`src/rtl/sacl_pkg.sv`:
```
// ----------------------------------------------------------------------------
// sacl_pkg
// Shared types, geometry constants and helpers of the set-associative tag
// lookup.
// ----------------------------------------------------------------------------
package sacl_pkg;

    localparam int MAX_SETS  = 1024;
    localparam int MAX_WAYS  = 8;
    localparam int ADDR_W    = 32;
    localparam int TAG_W     = 32;
    localparam int SET_W     = $clog2(MAX_SETS);
    localparam int WAY_W     = $clog2(MAX_WAYS);
    localparam int ROW_W     = MAX_WAYS * TAG_W + MAX_WAYS;
    localparam int LFSR_W    = 16;
    localparam int CNT_W     = 32;
    localparam int PADDR_W   = 4;
    localparam int PDATA_W   = 32;

    localparam logic [LFSR_W-1:0] LFSR_TAPS = 16'hB400;

    localparam logic [1:0]        WAYS_LOG2_RST = 2'd0;
    localparam logic [3:0]        SET_BITS_RST  = 4'd6;
    localparam logic [3:0]        OFF_BITS_RST  = 4'd4;
    localparam logic [LFSR_W-1:0] SEED_RST      = 16'd1;
    localparam logic [3:0]        SET_BITS_MAX  = 4'(SET_W);

    typedef enum logic [1:0] {
        REG_WAYS_LOG2 = 2'd0,
        REG_SET_BITS  = 2'd1,
        REG_OFF_BITS  = 2'd2,
        REG_LFSR_SEED = 2'd3
    } reg_idx_t;

    typedef struct packed {
        logic [1:0]        ways_log2;
        logic [3:0]        set_bits;
        logic [3:0]        offset_bits;
        logic              seed_load;
        logic [LFSR_W-1:0] seed;
    } cfg_t;

    function automatic logic [LFSR_W-1:0] lfsr_step(input logic [LFSR_W-1:0] v);
        logic [LFSR_W-1:0] r;
        r = v >> 1;
        if (v[0])
        begin
            r = r ^ LFSR_TAPS;
        end
        return r;
    endfunction

endpackage

```
`src/rtl/sacl_lookup.sv`:
```
// ----------------------------------------------------------------------------
// sacl_lookup
// Tag compare across the ways of one set row, lowest-way hit select, and
// victim fill of the row on a miss.
// ----------------------------------------------------------------------------
module sacl_lookup
    import sacl_pkg::*;
(
    input  logic [ROW_W-1:0]  row,
    input  logic [TAG_W-1:0]  tag,
    input  logic [1:0]        ways_log2,
    input  logic [LFSR_W-1:0] lfsr_nx,
    output logic              hit,
    output logic [WAY_W-1:0]  way,
    output logic [ROW_W-1:0]  row_fill
);

    logic [MAX_WAYS-1:0] valid;
    logic [MAX_WAYS-1:0] match;
    logic [WAY_W:0]      ways_n;
    logic [WAY_W-1:0]    way_mask;
    logic [WAY_W-1:0]    hit_way;
    logic [WAY_W-1:0]    victim;

    assign valid    = row[ROW_W-1 -: MAX_WAYS];
    assign ways_n   = (WAY_W+1)'(1) << ways_log2;
    assign way_mask = WAY_W'(ways_n - (WAY_W+1)'(1));
    assign victim   = lfsr_nx[WAY_W-1:0] & way_mask;

    always_comb
    begin
        hit_way = '0;
        for (int w = 0; w < MAX_WAYS; w++)
        begin
            match[w] = valid[w] && (row[w*TAG_W +: TAG_W] == tag)
                       && ((WAY_W+1)'(w) < ways_n);
        end
        for (int w = MAX_WAYS - 1; w >= 0; w--)
        begin
            if (match[w])
            begin
                hit_way = WAY_W'(w);
            end
        end
    end

    always_comb
    begin
        row_fill = row;
        row_fill[victim*TAG_W +: TAG_W] = tag;
        row_fill[MAX_WAYS*TAG_W + int'(victim)] = 1'b1;
    end

    assign hit = |match;
    assign way = hit ? hit_way : victim;

endmodule

```
`config.mk`:
```
export PLATFORM = sky130hd
export DESIGN_NAME = sacl_lookup
export DESIGN_NICKNAME = d
export VERILOG_FILES = /design/src/rtl/sacl_pkg.sv /design/src/rtl/sacl_lookup.sv
export SDC_FILE = /design/constraint.sdc
export NUM_CORES = 1
export LEC_CHECK = 0
export ABC_CLOCK_PERIOD_IN_PS = 2700
export BUFFER_PORTS_ARGS = -buffer_cell sky130_fd_sc_hd__buf_2
export CAP_MARGIN = 10
export CELL_PAD_IN_SITES_DETAIL_PLACEMENT = 1
export CELL_PAD_IN_SITES_GLOBAL_PLACEMENT = 2
export CORE_AREA = 2 2 226 228
export DETAILED_ROUTE_END_ITERATION = 10
export DIE_AREA = 0 0 228 230
export PLACE_DENSITY_LB_ADDON = 0.12
export SYNTH_ARGS = -nofsm -noshare
export SYNTH_HDL_FRONTEND = slang
export SYNTH_SLANG_ARGS = --single-unit
```
`constraint.sdc`:
```
create_clock -name vclk -period 2.7
set_input_delay 0.135 -clock vclk [all_inputs]
set_output_delay 0.135 -clock vclk [all_outputs]
set_load 0.005 [all_outputs]
```
==> results.txt <==
Outcome - finished, final reports clean
Nets - 2038
Largest net degree at the start of global routing - 65
Buf/Inv on CP - 3
Crit share post-route - 96.1%
Post-DP HPWL - 55900 um
Port Buffers - 569
Gpl congestion - 0.842
Initial antenna violation count - 10
Worst setup slack after layout - 0.106 ns
Core ar. - 49900 sq um
Fin util - 22.1%
Worst-Margin Slew - 0.610 ns
Worst-path fanout max - 7
Wire per inst - 26.9 um
Slowest CP cell - nor4_1
Crit Path Class - input pin to primary output
Crit path largest cell delay - 0.33 ns
Syn Inst Count - 1151
PD cells - 183 nW/um^2
Crit. path cell count - 11
Die outline height - 230 um
GRT overflow - 0
Worst Hold Class - input pin to primary output
Worst path required time - 2.57 ns
Non-filler cells in the finished layout - 2393
Total routed wirelength - 64500 um
Starting density of the core - 13.4%
Hold WS - 0.574 ns
Most common cell after layout, fill and taps aside - buf_2
Share of layout cells above drive strength 1 - 42.5%
Vias after detailed routing - 10300
Drt initial violations - 474
GRT Util Overall - 23.5%
Via density - 4.31
# DRC - 0
Critical Path, Cell by Cell - buf_2 > buf_4 > xor2_1 > nor4_1 > o2111ai_1 > nand3b_1 > o41ai_2 > nor2_1 > nand3_2 > o21ai_2 > buf_6
RSZ-0062 raised after global routing - yes
Cell count after placement - 2389
Avg Synthesized Cell Area - 5.80 sq um
Maximum vdd drop - 0.0000410 V
Hold depth - 4
Setup violations, final - 0
Die W - 228 um
Post-CTS Setup Inserts - 0
Hold Violations, Final - 0
Hold path endpoint - row_fill[153]
DIE AREA - 52400 sq um
Syn Nets - 1470
Relative slew margins - 59.3%
Rows - 82
Post-layout min period - 2.59 ns
Largest delay share family, worst path - simple AND/OR/NAND/NOR gates
Dpl ws - -0.360 ns
Max Clk Rate - 385 MHz
Crit path DAT - 2.46 ns
# Max-Cap Violations - 0
Register area - 0 sq um
IO Pins - 582
Mapped cell area - 6670 sq um
Count of pins over their slew limit - 0
Leakage - 5.30 nW
Hold path start - row[153]
Worst setup SP type - input pin
Seq/Total Area, Yosys - 0%
Vias in the first global route - 10800
Most frequent cells in the layout - 562 x buf_2, 365 x nand2_1, 214 x o21ai_0, 134 x xnor2_1, 119 x xor2_1
Seq_cells - 0
First-pass GRT wire length - 87500 um
CP Capture Type - primary output
# clk buffers - 0
Drt first pass iters - 5
Final ANT Viol Nets - 0
Area growth, synth to finish - 65.5%
Distinct cell type count after synthesis - 42
Synth warn - 0
==> cells by family (layout without fill, tap and decap cells) <==
kind of cell / after synthesis / count (layout) / synth area share (%)
other: 0 / 4 / 0
adder cells (fa/ha/maj): 5 / 5 / 0.938
buffers and inverters: 103 / 669 / 6.88
multiplexers: 36 / 36 / 6.00
AND/OR/NAND/NOR: 503 / 503 / 32.6
AO/OA/AOI/OAI: 248 / 248 / 20.0
XOR/XNOR: 256 / 256 / 33.6
==> timing repair <==
| item | 4_1_cts | 5_1_grt |
|---|---|---|
| hold buffers | 0 | 0 |
| resized for setup | 8 | 26 |
| pin swaps | 2 | 9 |
| endpoints found under the setup margin | 4 | 6 |
==> worst max path at each step <==
stage                  end         start
6_report            way[0]       tag[28]
5_1_grt             way[0]      row[210]
4_1_cts             way[0]       tag[29]
3_5_place_dp        way[0]       tag[10]
3_3_place_gp        way[0]       tag[10]
2_1_floorplan  row_fill[8]  ways_log2[0]
==> where the power goes <==
part	total, W	internal [W]	switching [W]	leakage, nW
registers	0	0	0	0
logic	0.00202	0.000836	0.00119	5.30
clock network	0.000000000199	0.000000000199	0	0.0000254
total	0.00202	0.000836	0.00119	5.30
==> final cells by class <==
| cell class | count | area [sq um] |
|---|---|---|
| well taps | 672 | 841 |
| multi-input cells | 1048 | 6330 |
| inverters | 5 | 18.8 |
| diodes | 4 | 10.0 |
| fillers | 6490 | 38800 |
| repair buffers | 664 | 3850 |
==> per-stage QoR <==
stage | setup TNS (ns) | cell area [sq um] | total power [W]
global route | -0.0348 | 11000 | 0.00221
global placement | -0.623 | 10900 | 0.00204
CTS | 0 | 10900 | 0.00206
floorplan | 0 | 6670 | 0.000848
finish | 0 | 11000 | 0.00202
detailed placement | -0.652 | 10900 | 0.00204
==> cells in the mapped netlist (4+ instances only) <==
| cell | n | area, sq um |
|---|---|---|
| nand2_1 | 365 | 1370 |
| mux2_2 | 31 | 349 |
| xnor2_1 | 134 | 1170 |
| nand4_1 | 40 | 250 |
| nor4_1 | 37 | 231 |
| xor2_1 | 122 | 1070 |
| nor2_1 | 17 | 63.8 |
| clkbuf_1 | 54 | 203 |
| o21ai_1 | 12 | 60.1 |
| ha_1 | 5 | 62.6 |
| buf_2 | 40 | 200 |
| nor3_1 | 4 | 20.0 |
| o21ai_0 | 216 | 1080 |
| nand3_1 | 18 | 90.1 |
| and3_1 | 5 | 31.3 |
| mux2i_1 | 4 | 40.0 |
| nand2_2 | 8 | 50.1 |
==> per-layer routing <==
layer  GRT usage [%]  vias to the layer above  wire length (um)
met5               0                        -                48
met2            43.6                      321             32900
met4            2.39                        8               681
met1            29.4                     4940             27900
li1                -                     4996                 -
met3            3.41                       38              2910
No activity file was read; power rests on OpenSTA's default activity.
