## src/rtl/sacl_pkg.sv

```systemverilog
// ----------------------------------------------------------------------------
// sacl_pkg
// Shared types, geometry constants and helpers of the set-associative tag
// lookup.
// ----------------------------------------------------------------------------
package sacl_pkg;

    localparam int MAX_SETS  = 1024;
    localparam int MAX_WAYS  = 8;
    localparam int ADDR_W    = 32;
    localparam int TAG_W     = 32;
    localparam int SET_W     = $clog2(MAX_SETS);
    localparam int WAY_W     = $clog2(MAX_WAYS);
    localparam int ROW_W     = MAX_WAYS * TAG_W + MAX_WAYS;
    localparam int LFSR_W    = 16;
    localparam int CNT_W     = 32;
    localparam int PADDR_W   = 4;
    localparam int PDATA_W   = 32;

    localparam logic [LFSR_W-1:0] LFSR_TAPS = 16'hB400;

    localparam logic [1:0]        WAYS_LOG2_RST = 2'd0;
    localparam logic [3:0]        SET_BITS_RST  = 4'd6;
    localparam logic [3:0]        OFF_BITS_RST  = 4'd4;
    localparam logic [LFSR_W-1:0] SEED_RST      = 16'd1;
    localparam logic [3:0]        SET_BITS_MAX  = 4'(SET_W);

    typedef enum logic [1:0] {
        REG_WAYS_LOG2 = 2'd0,
        REG_SET_BITS  = 2'd1,
        REG_OFF_BITS  = 2'd2,
        REG_LFSR_SEED = 2'd3
    } reg_idx_t;

    typedef struct packed {
        logic [1:0]        ways_log2;
        logic [3:0]        set_bits;
        logic [3:0]        offset_bits;
        logic              seed_load;
        logic [LFSR_W-1:0] seed;
    } cfg_t;

    function automatic logic [LFSR_W-1:0] lfsr_step(input logic [LFSR_W-1:0] v);
        logic [LFSR_W-1:0] r;
        r = v >> 1;
        if (v[0])
        begin
            r = r ^ LFSR_TAPS;
        end
        return r;
    endfunction

endpackage

```

## src/rtl/sacl_regs.sv

```systemverilog
// ----------------------------------------------------------------------------
// sacl_regs
// Configuration register file behind the APB-style port.
// ----------------------------------------------------------------------------
module sacl_regs
    import sacl_pkg::*;
(
    input  logic               clk,
    input  logic               rst_n,
    input  logic               psel,
    input  logic               penable,
    input  logic               pwrite,
    input  logic [PADDR_W-1:0] paddr,
    input  logic [PDATA_W-1:0] pwdata,
    output logic [PDATA_W-1:0] prdata,
    output logic               pready,
    output cfg_t               cfg
);

    logic [1:0]        ways_log2_reg;
    logic [3:0]        set_bits_reg;
    logic [3:0]        off_bits_reg;
    logic [LFSR_W-1:0] seed_reg;
    logic              wr_en;
    reg_idx_t          idx;

    assign pready = 1'b1;
    assign wr_en  = psel && penable && pwrite;
    assign idx    = reg_idx_t'(paddr[PADDR_W-1:2]);

    always_ff @(posedge clk or negedge rst_n)
    begin
        if (!rst_n)
        begin
            ways_log2_reg <= WAYS_LOG2_RST;
            set_bits_reg  <= SET_BITS_RST;
            off_bits_reg  <= OFF_BITS_RST;
            seed_reg      <= SEED_RST;
        end
        else if (wr_en)
        begin
            unique case (idx)
                REG_WAYS_LOG2: ways_log2_reg <= pwdata[1:0];
                REG_SET_BITS:  set_bits_reg  <= pwdata[3:0];
                REG_OFF_BITS:  off_bits_reg  <= pwdata[3:0];
                REG_LFSR_SEED: seed_reg      <= pwdata[LFSR_W-1:0];
                default:       ;
            endcase
        end
    end

    always_comb
    begin
        unique case (idx)
            REG_WAYS_LOG2: prdata = PDATA_W'(ways_log2_reg);
            REG_SET_BITS:  prdata = PDATA_W'(set_bits_reg);
            REG_OFF_BITS:  prdata = PDATA_W'(off_bits_reg);
            REG_LFSR_SEED: prdata = PDATA_W'(seed_reg);
            default:       prdata = '0;
        endcase
    end

    assign cfg.ways_log2   = ways_log2_reg;
    assign cfg.set_bits    = set_bits_reg;
    assign cfg.offset_bits = off_bits_reg;
    assign cfg.seed_load   = wr_en && (idx == REG_LFSR_SEED);
    assign cfg.seed        = pwdata[LFSR_W-1:0];

endmodule

```

## config.mk

```make
export PLATFORM = sky130hd
export DESIGN_NAME = sacl_regs
export DESIGN_NICKNAME = d
export VERILOG_FILES = /design/src/rtl/sacl_pkg.sv /design/src/rtl/sacl_regs.sv
export SDC_FILE = /design/constraint.sdc
export NUM_CORES = 1
export LEC_CHECK = 0
export ABC_CLOCK_PERIOD_IN_PS = 1200
export BUFFER_PORTS_ARGS = -buffer_cell sky130_fd_sc_hd__buf_2
export CAP_MARGIN = 30
export CORE_ASPECT_RATIO = 1.5
export CORE_MARGIN = 2
export CORE_UTILIZATION = 30
export DETAILED_ROUTE_END_ITERATION = 8
export PLACE_DENSITY_LB_ADDON = 0.12
export SKIP_LAST_GASP = 1
export SLEW_MARGIN = 25
export SYNTH_ARGS = -nofsm -noshare
export SYNTH_HDL_FRONTEND = slang
export SYNTH_SLANG_ARGS = --single-unit
```

## constraint.sdc

```tcl
create_clock -name clk -period 1.2 [get_ports clk]
set_clock_uncertainty 0.2 [all_clocks]
set_input_delay 0.12 -clock clk [delete_from_list [all_inputs] [get_ports clk]]
set_output_delay 0.12 -clock clk [all_outputs]
set_load 0.02 [all_outputs]
```

==> flow_metrics.env <==
export IMPL_status="finished with violations"
export IMPL_violations="negative setup slack"
export IMPL_max_freq_mhz=610.2
export IMPL_die_width_microns=61.01
export IMPL_rsz0062_at_grt="yes"
export IMPL_wl_microns=3644
export IMPL_fillers=446
export IMPL_drt_iter0_markers=7
export IMPL_async_flop_share_pct=100.0
export IMPL_synthTopCellsByArea="dfrtp_1 (38%), mux2_2 (18%), buf_4 (17%)"
export IMPL_path_max_fanout=2
export IMPL_fp_row_count=31
export IMPL_place_gp_congestion=0.6989
export IMPL_final_nets=256
export IMPL_drc=0
export IMPL_routed_via_count=1176
export IMPL_cp_startpoint="off_bits_reg[3]"
export IMPL_clk_latency_ns=0.26
export IMPL_synth_edf_count=0
export IMPL_die_y_microns=89.52
export IMPL_slowest_stage="dfrtp_2"
export IMPL_overflow=0
export IMPL_syn_area_per_cell_sq_um=12.50
export IMPL_synth_ff_type="dfrtp_1"
export IMPL_critPathArrivalTime_ns=1.32
export IMPL_track_usage_pct=13.52
export IMPL_core_sq_um=4771
export IMPL_power_density_nw_per_um2=1358
export IMPL_synth_most_common_cell="buf_4"
export IMPL_ant_nets=0
export IMPL_yosysWarnings=0
export IMPL_ios=101
export IMPL_peakVddDrop_mv=0.7411
export IMPL_start_kind="flop"
export IMPL_rr_endpoint="set_bits_reg[0]"
export IMPL_grt_start_max_net_pins=27
export IMPL_ys_seq_area_share_pct=44.82
export IMPL_cts_root_buf="clkbuf_8"
export IMPL_crit_end="prdata[3]"
export IMPL_path_clk_slew_ns=0.09
export IMPL_critPathKind="flop to output pin"
export IMPL_cts_buffers=3
export IMPL_min_path_type="input pin to flop"
export IMPL_start_util_pct=30.66
export IMPL_clock_sinks=26
export IMPL_yosys_top_cells_count="buf_4 (33), mux2_2 (24), dfrtp_1 (22)"
export IMPL_endpoint_kind="output pin"
export IMPL_fin_crit_sh_pct=136.6
export IMPL_rr_startpoint="set_bits_reg[0]"
export IMPL_maxCapViolations=0
export IMPL_grt_pass1_wl_microns=5520
export IMPL_dpl_worst_slack_ns=-0.2736
export IMPL_timing_critical_path_slowest_cell_delay_ns=0.42
export IMPL_clockBufferDepth=2
export IMPL_syn_cell_area_sq_um=1463
export IMPL_p_leak_nw=1.213
export IMPL_synth_top_cell_by_area="dfrtp_1"
export IMPL_port_buffer_count=65
export IMPL_min_period_ns=1.639
export IMPL_antenna_found_initial=0
export IMPL_rrSetupSlack_ns=-0.02
export IMPL_cts_tree="yes"
export IMPL_antennaDiodeCount=0
export IMPL_required_ns=0.88
export IMPL_largest_reg_flops=16
export IMPL_setup_ws_ns=-0.4389
export IMPL_firstDrtPassIters=2
export IMPL_grt_pass1_vias=1187
export IMPL_drive_gt1_share_pct=75.23
export IMPL_synth_cells=117
export IMPL_h_tree_depth=1
export IMPL_ys_ff_latch=26
export IMPL_synth_top_area_share_pct=37.64
export IMPL_hold_viol_final=0
export IMPL_die_area_sq_um=5461
export IMPL_finalSetupViolCount=30
export IMPL_slew_viol_final=0
export IMPL_cp_cell_sequence="mux2_2 -> a22o_4 -> buf_6"
export IMPL_tns_ns=-3.241
export IMPL_wl_per_cell_microns=13.01
export IMPL_dp_hpwl_microns=2520
export IMPL_reg2regPathDepth=3
export IMPL_area_delta_synth_final_pct=69.46
export IMPL_viasPerCell=4.200
export IMPL_synthDistinctLibCells=19
==> worst min-delay path by stage <==
stage                     startpoint         endpoint  slack [ns]  depth (start not counted)
after floorplan                rst_n  off_bits_reg[0]       -0.38                          0
after global placement         rst_n     seed_reg[10]       -0.06                          2
after detailed placement       rst_n      seed_reg[1]       -0.06                          2
after CTS                   paddr[2]  off_bits_reg[0]        0.11                          3
after global routing        paddr[2]  off_bits_reg[0]        0.12                          3
final                       paddr[2]  off_bits_reg[0]        0.12                          3
==> cells by family (layout without fill, tap and decap cells) <==
group / Yosys count / in the layout / share of synthesized area [%]
multiplexers: 30 / 30 / 25.66
other: 2 / 17 / 0.5135
flip-flops: 26 / 26 / 44.82
AND/OR/NAND/NOR: 19 / 19 / 8.896
buffers and inverters: 38 / 120 / 18.91
AO/OA/AOI/OAI: 2 / 2 / 1.198
==> power by group <==
part | total [mW] | internal, mW | leakage (nW) | switching [mW]
registers | 1.25 | 1.11 | 0.305 | 0.136
logic | 1.56 | 0.960 | 0.879 | 0.599
clock network | 0.560 | 0.293 | 0.0288 | 0.267
total | 3.37 | 2.36 | 1.21 | 1.00
==> worst max-delay path, delay by kind of cell (launching register included) <==
| kind | cells | cell delay (ns) |
|---|---|---|
| buffers and inverters | 1 | 0.13 |
| AO/OA/AOI/OAI | 1 | 0.25 |
| flip-flops | 1 | 0.42 |
| multiplexers | 1 | 0.27 |
==> routing by layer <==
layer | GRT usage (%) | routed length (microns) | vias up
met3 | 2.026 | 153 | 2
met2 | 25.71 | 2113 | 46
met4 | 4.150 | 23 | 0
met1 | 14.92 | 1354 | 577
met5 | 0 | 0 | -
li1 | - | - | 551
==> timing repair <==
action	4_1_cts	5_1_grt
buffers inserted	8	13
hold endpoints to repair	52	0
pin swaps	8	0
endpoints found under the setup margin	25	27
hold buffers	17	0
resized for setup	69	9
==> metrics by stage <==
stage	cells	hold slack (ns)	total power [mW]	area, sq um	util (%)
after detailed placement	240	-0.06454	2.271	1846	38.68
after CTS	269	0.1131	3.234	2374	49.75
after floorplan	132	-0.3756	1.945	1605	-
after global placement	240	-0.06493	2.253	1846	38.68
after global routing	280	0.1209	3.568	2479	51.95
final	280	0.1172	3.367	2479	51.95
==> layout by cell type, fill, tap and decap left out, drive strengths merged <==
master and count:
buf 99, mux2 28, dfrtp 22, conb 17
dlygate4sd3 17, and3 12, clkbuf 4, dfstp 4
mux4 2, a22o 2, nor2b 1, nand2 1
nand3 1, nor2 1, nor3 1, or3b 1
nor3b 1
==> area by class of cell <==
type                            count  area [sq um]  share of cell area [%]
Multi-Input combinational cell     68         713.2                   28.77
Sequential cell                    26         663.1                   26.75
Tap cell                           66         82.58                   3.332
Clock buffer                        4         55.05                   2.221
Timing Repair Buffer              116         964.7                   38.92
No activity file was read; power rests on OpenSTA's default activity.
